<file path="config.mk">
export PLATFORM = sky130hd
export DESIGN_NAME = qbve_ctrl
export DESIGN_NICKNAME = d
export VERILOG_FILES = /design/src/design/quad_batch_vertex_expander_unit_macros.svh /design/src/design/qbve_pkg.sv /design/src/design/qbve_ctrl.sv
export SDC_FILE = /design/constraint.sdc
export NUM_CORES = 1
export LEC_CHECK = 0
export ABC_CLOCK_PERIOD_IN_PS = 2600
export CAP_MARGIN = 15
export CORE_AREA = 4 4 41 43
export CTS_BUF_LIST = sky130_fd_sc_hd__clkbuf_2 sky130_fd_sc_hd__clkbuf_4 sky130_fd_sc_hd__clkbuf_8
export CTS_CLUSTER_DIAMETER = 50
export DETAILED_ROUTE_END_ITERATION = 10
export DIE_AREA = 0 0 45 47
export DONT_BUFFER_PORTS = 1
export GPL_TIMING_DRIVEN = 0
export PLACE_DENSITY_LB_ADDON = 0.3
export REMOVE_ABC_BUFFERS = 1
export SYNTH_ARGS = -nofsm -noshare
export SYNTH_HDL_FRONTEND = slang
export SYNTH_SLANG_ARGS = --single-unit
</file>
<file path="constraint.sdc">
create_clock -name clk -period 2.6 [get_ports clk]
set_input_delay 0.52 -clock clk [delete_from_list [all_inputs] [get_ports clk]]
set_output_delay 0.52 -clock clk [all_outputs]
set_load 0.02 [all_outputs]
</file>
<file path="src/design/quad_batch_vertex_expander_unit_macros.svh">
// assertion macros for the quad batch vertex expander
`ifndef QUAD_BATCH_VERTEX_EXPANDER_UNIT_MACROS_SVH
`define QUAD_BATCH_VERTEX_EXPANDER_UNIT_MACROS_SVH

// same-cycle implication
`define QBVE_ASSERT_IMPL(lbl, ante, cons) \
    lbl: assert property (@(posedge clk) disable iff (!rst_n) (ante) |-> (cons)) \
        else $error("qbve check failed");

// next-cycle implication
`define QBVE_ASSERT_NEXT(lbl, ante, cons) \
    lbl: assert property (@(posedge clk) disable iff (!rst_n) (ante) |=> (cons)) \
        else $error("qbve check failed");

`endif

</file>
<file path="src/design/qbve_pkg.sv">
`timescale 1ns / 1ps
// ----------------------------------------------------------------------------
// qbve_pkg
// shared types, constants and the sine table of the quad vertex expander
// ----------------------------------------------------------------------------
package qbve_pkg;

    localparam int SLOTS        = 32;
    localparam int SLOT_W       = 5;
    localparam int MAX_QUADS    = 16384;
    localparam int SINE_ENTRIES = 1024;
    localparam int SINE_BITS    = 10;
    localparam logic [14:0] QUAD_LIMIT_RESET = 15'd10000;

    localparam logic [63:0] HALF_PI_Q30 = 64'd1686629713;
    localparam logic [63:0] ONE_Q30     = 64'd1073741824;

    // request codes
    localparam logic [1:0] FUNC_DRAW  = 2'd0;
    localparam logic [1:0] FUNC_BEGIN = 2'd1;
    localparam logic [1:0] FUNC_END   = 2'd2;

    typedef logic signed [15:0] sin_lut_t [SINE_ENTRIES];

    // controller to datapath
    typedef struct packed {
        logic       load_in;
        logic       clr_batch;
        logic       emit_flush;
        logic       flush_last;
        logic       slot_assign;
        logic       emit_vert;
        logic [1:0] corner;
    } qbve_cmd_t;

    // datapath to controller
    typedef struct packed {
        logic [1:0] func;
        logic       need_flush;
        logic       out_free;
    } qbve_status_t;

    // q1.14 sine of a phase in units of 2^-32 turn
    function automatic logic signed [15:0] sine_q14(logic [31:0] ph);
        logic [1:0]  q;
        logic [63:0] r;
        logic [63:0] x;
        logic [63:0] x2;
        logic [63:0] t;
        logic [63:0] s;
        logic [15:0] v;
        q  = ph[31:30];
        r  = {34'd0, ph[29:0]};
        if (q[0])
            r = ONE_Q30 - r;
        x  = (r * HALF_PI_Q30) >> 30;
        x2 = (x * x) >> 30;
        t  = ONE_Q30 - x2 / 110;
        t  = ONE_Q30 - ((x2 * t) >> 30) / 72;
        t  = ONE_Q30 - ((x2 * t) >> 30) / 42;
        t  = ONE_Q30 - ((x2 * t) >> 30) / 20;
        t  = ONE_Q30 - ((x2 * t) >> 30) / 6;
        s  = (x * t) >> 30;
        v  = 16'((s + 64'd32768) >> 16);
        return q[1] ? -$signed(v) : $signed(v);
    endfunction

    function automatic sin_lut_t build_sin();
        sin_lut_t tab;
        for (int i = 0; i < SINE_ENTRIES; i++)
        begin
            tab[i] = sine_q14(32'(i) << (32 - SINE_BITS));
        end
        return tab;
    endfunction

    localparam sin_lut_t SIN_LUT = build_sin();

endpackage

</file>
<file path="src/design/qbve_ctrl.sv">
`timescale 1ns / 1ps
// ----------------------------------------------------------------------------
// qbve_ctrl
// sequencer: decode, optional flush, slot assignment, four corner transactions
// ----------------------------------------------------------------------------
module qbve_ctrl
    import qbve_pkg::*;
(
    input  logic         clk,
    input  logic         rst_n,
    input  logic         in_valid,
    output logic         in_stall,
    input  qbve_status_t status,
    output qbve_cmd_t    cmd
);

    typedef enum logic [5:0] {
        S_IDLE   = 6'b000001,
        S_DECIDE = 6'b000010,
        S_FLUSH  = 6'b000100,
        S_SLOT   = 6'b001000,
        S_VERT   = 6'b010000,
        S_END    = 6'b100000
    } state_t;

    state_t     state_reg, state_next;
    logic [1:0] corner_reg, corner_next;

    // state register
    always_ff @(posedge clk or negedge rst_n)
    begin
        if (!rst_n)
        begin
            state_reg  <= S_IDLE;
            corner_reg <= 2'd0;
        end
        else
        begin
            state_reg  <= state_next;
            corner_reg <= corner_next;
        end
    end

    assign in_stall = (state_reg != S_IDLE);

    // next state and commands
    always_comb
    begin
        state_next  = state_reg;
        corner_next = corner_reg;
        cmd         = '0;
        cmd.corner  = corner_reg;
        unique case (state_reg)
            S_IDLE:
            begin
                if (in_valid)
                begin
                    cmd.load_in = 1'b1;
                    state_next  = S_DECIDE;
                end
            end
            S_DECIDE:
            begin
                unique case (status.func)
                    FUNC_DRAW:  state_next = status.need_flush ? S_FLUSH : S_SLOT;
                    FUNC_BEGIN:
                    begin
                        cmd.clr_batch = 1'b1;
                        state_next    = S_IDLE;
                    end
                    FUNC_END:   state_next = S_END;
                    default:    state_next = S_IDLE;
                endcase
            end
            S_FLUSH:
            begin
                if (status.out_free)
                begin
                    cmd.emit_flush = 1'b1;
                    cmd.clr_batch  = 1'b1;
                    state_next     = S_SLOT;
                end
            end
            S_SLOT:
            begin
                cmd.slot_assign = 1'b1;
                corner_next     = 2'd0;
                state_next      = S_VERT;
            end
            S_VERT:
            begin
                if (status.out_free)
                begin
                    cmd.emit_vert = 1'b1;
                    corner_next   = corner_reg + 2'd1;
                    if (corner_reg == 2'd3)
                        state_next = S_IDLE;
                end
            end
            S_END:
            begin
                if (status.out_free)
                begin
                    cmd.emit_flush = 1'b1;
                    cmd.flush_last = 1'b1;
                    state_next     = S_IDLE;
                end
            end
            default: state_next = S_IDLE;
        endcase
    end

endmodule

</file>
After elaboration in Yosys (flattened, before gate mapping)
Cells that the tools add are included.
Storage, ports and cells
  register bits: 8
  output and inout port bits: 9
Cells by class
  add/subtract/negate cells: 1
  equal/unequal tests: 15
  muxes and demuxes: 20
  reduce and logical (&&, ||, !) cells: 4
Operators with widths (number)
  case mux 6 bit (6 select lines): 1
  2-to-1 mux 6 bit: 5
  case mux 6 bit (2 select lines): 1
  inequality test 2 bit, second input constant: 5
  2-to-1 mux 1 bit: 7
  equality test 6 x 1 -> 1 bit, second input constant: 1
  equality test 6 x 2 -> 1 bit, second input constant: 1
  equality test 6 x 3 -> 1 bit, second input constant: 1
  equality test 6 x 4 -> 1 bit, second input constant: 1
  equality test 6 x 5 -> 1 bit, second input constant: 1
  equality test 6 bit, second input constant: 1
  inequality test 6 x 1 -> 1 bit, second input constant: 1
  AND reduction 5 bit: 1
  equality test 2 bit, second input constant: 2
  2-to-1 mux 2 bit: 2
  2-to-1 mux 4 bit: 1
  case mux 1 bit (2 select lines): 2
  case mux 2 bit (2 select lines): 1
  adder 2 x 1 -> 2 bit, second input constant: 1
  equality test 2 x 1 -> 1 bit, second input constant: 1
  logical NOT 2 bit: 1
  AND reduction 2 bit: 1
  nonzero test 2 bit: 1

Logic depth before layout (Yosys ltp)
  depth in word-level cells: 4
  mapped depth: 6

Worst setup path before layout
No wires, ideal clock.
  path kind: register to output
  start point: reg state_reg[2]
  end point: out cmd[6] in the netlist's numbering
  data arrival time: 1.871 ns
  setup slack: 0.209 ns
  cell stages (with the launch flop): 5
  buffers on the path: 1
  cell sequence: dfrtp_1 > buf_6 > or4_4 > or4b_4 > o22ai_1
RTL lines
  start, declared: line qbve_ctrl.sv:26  | state_t state_reg, state_next;
  start signal, assigned: line qbve_ctrl.sv:39  | state_reg <= state_next;
  end, declared: line qbve_ctrl.sv:14  | output qbve_cmd_t cmd

==> run metrics <==
clk root buf clkbuf_4; initial core utilization 39.33%; hold crit path type input port to asynchronous set/reset pin; Synth warnings 0; Fin Clk Skew about 0.0064 ns; gpl congestion between 0.7 and 0.8; number of antenna-violating nets in the routed design 0; worst hold slack about 0.10 ns; clock buffer depth 2; FF-to-FF Start state_reg[2]$_DFFE_PN0P_; synthesized flop and latch total 8; count leader, synth nor2_1; Synth area leaders dfrtp_1, nor2_1, dfstp_2, nand2_1, nand3_1; largest net degree at the start of global routing 9; synthesized-area fraction occupied by adder cells 2.445%; clk_lat worst skew ~0.26 ns; Slew @ Worst Pin approximately 0.46 ns; Synth Area in Compound Gates 14.18%; post-detail-place hpwl approximately 810 um; WL/cell about 14 um; total track usage about an eighth; syn avg cell area between 8 and 9 um2; row count 13; final WL roughly 1100 um; total die area 2115 um2; max FFs per register 6; Final Hold Viols 0; Clock transition at path regs ~0.050 ns; postcts setup bufs 0; Critical Path Fanout Max 8; first-pass GRT wire length 1766 um; Ports 16; Max Cap Viol 0; met3 wire len 110 um; DR vias/cell around 5.7; predominant post-synthesis flop cell dfrtp_1; status finished clean; # nets final 70; Layout area overhead 11.49%; Post-Synthesis Cell Area 511.7 um2; Synth top area share around a third; met2 WL about 430 um; leakage around 0.26 nW; critical path arrival between 2 and 2.5 ns; Data required, critical path 2.08 ns; Synth Area in Simple Gates ~34%; leading area contributor after synthesis dfrtp_1; clock buffer count from CTS 3; number of global-route vias before repair 392; number of DRC markers in iteration 0 12; post-synthesis mux area share a little under 2%; unrepaired setup endpoints after global routing no; Post-Synth XOR/XNOR Area about 1.7%; Peak supply drop approximately 0.00052 V; startpoint types register; fraction of the yosys area taken by sequential cells about two fifths; Slew Limit Fails 0; Crit path largest cell delay between 0.5 and 0.6 ns; r2r worst-path depth 4; main combinational cell family by area after synthesis simple AND/OR/NAND/NOR gates; Final Util between 40% and 50%; Syn Inst Count 58; Antenna diodes 0; chip height 47 um; met1 wire length between 500 and 600 um; CTS tree done; detailed-route via count between 400 and 500; gr ovfl total 0; EDFF count, synth 0; DRT Pass-1 Iters 4; port bufs 0; Reg2Reg Setup Slack about 0.53 ns; initial antenna violation count 0; critical path type register to output pin; Die Wd between 40 and 50 um; top sig layer met4; CP Cell Sequence or4_4 -> or4b_4 -> o22ai_4; setup TNS 0 ns; clk sinks 8; Cell variety after synth 31; core footprint 1301 um2; Pwr Density between 800 and 900 nW/um2; crit path capture type output pin; share of cells above drive strength 1 between 15 and 20%; Post-synth top cells nor2_1, dfrtp_1, nand2_1; Tmin final 2.550 ns; RR Endpoint state_reg[3]$_DFFE_PN0P_; slew margin rel. slightly below 70%; WP buf/inv 0; Residual DRC 0; Final Cycle Share between 90% and 100%; # setup viols final 0; CP delay by family, top simple AND/OR/NAND/NOR gates; Max Clk Rate 0.3922 GHz; H-tree depth 1; CP max-delay cell or4_4; share of flip-flops with an asynchronous set or reset 100.0%
## per-layer routing
layer | up-vias | global-route usage [%]
met5 | - | 0
met4 | 0 | 8.772
met1 | 199 | 17.17
li1 | 214 | -
met2 | 19 | 14.97
met3 | 4 | 4.215
## stage by stage
| stage | instance area (um2) | cells | power, mW | setup WS, ns |
|---|---|---|---|---|
| after detailed placement | 515.5 | 71 | 0.3718 | 0.1442 |
| after global routing | 570.5 | 76 | 0.5378 | 0.004018 |
| final | 570.5 | 76 | 0.4903 | 0.05019 |
| after CTS | 569.3 | 76 | 0.4976 | 0.02468 |
| after floorplan | 496.7 | 56 | 0.3438 | 0.2444 |
| after global placement | 515.5 | 71 | 0.3704 | 0.1385 |
## repair_timing
item / 4_1_cts / 5_1_grt
hold endpoints to repair: 7 / 0
hold buffers: 1 / 0
resized for setup: 2 / 1
endpoints found under the setup margin: 1 / 1
## cell usage in the layout, fill, tap and decap left out, drive strengths merged, types with 2 or more instances in the layout
| master | n |
|---|---|
| clkbuf | 4 |
| a21oi | 3 |
| inv | 4 |
| nand2 | 5 |
| nand3 | 3 |
| o21ai | 3 |
| nor2 | 8 |
| nor2b | 2 |
| nor3b | 2 |
| dfrtp | 7 |
## where the power goes
group          switching, mW  leakage [nW]  internal (mW)  total, mW
registers             0.0583        0.0979          0.161      0.220
clock network         0.0470        0.0184         0.0694      0.116
logic                 0.0922         0.140         0.0621      0.154
## final cells by class
| type | count | area [um2] |
|---|---|---|
| fill | 135 | 730.7 |
| multi-input combinational | 44 | 294.0 |
| inverter | 4 | 15.01 |
| tap | 15 | 18.77 |
| sequential | 8 | 202.7 |
| timing repair buffer | 1 | 10.01 |
| clock buffer | 4 | 30.03 |
## worst max path at each step
stage,from,to,slack (ns),cells past startpoint
after floorplan,state_reg[2]$_DFFE_PN0P_,cmd[6],0.24,3
after global placement,state_reg[2]$_DFFE_PN0P_,cmd[6],0.14,3
after detailed placement,state_reg[2]$_DFFE_PN0P_,cmd[6],0.14,3
after CTS,state_reg[2]$_DFFE_PN0P_,cmd[6],0.02,3
after global routing,state_reg[3]$_DFFE_PN0P_,cmd[6],0.004,3
final,state_reg[2]$_DFFE_PN0P_,cmd[6],0.05,3
## worst reg2reg max path: cells and delay by family, from the launching register on
| kind | cells | cell delay [ns] |
|---|---|---|
| flops | 1 | 0.46 |
| compound gates | 1 | 0.13 |
| simple gates | 3 | 1.42 |
## kinds of logic (layout without fill, tap and decap cells)
kind of cell / Yosys count / in the layout
xor+xnor: 1 / 1
compound gates: 11 / 11
buf+inv: 6 / 9
mux: 1 / 1
fa+ha+maj: 1 / 1
simple gates: 30 / 30
flops: 8 / 8
Power figures use the tool's default switching activity.
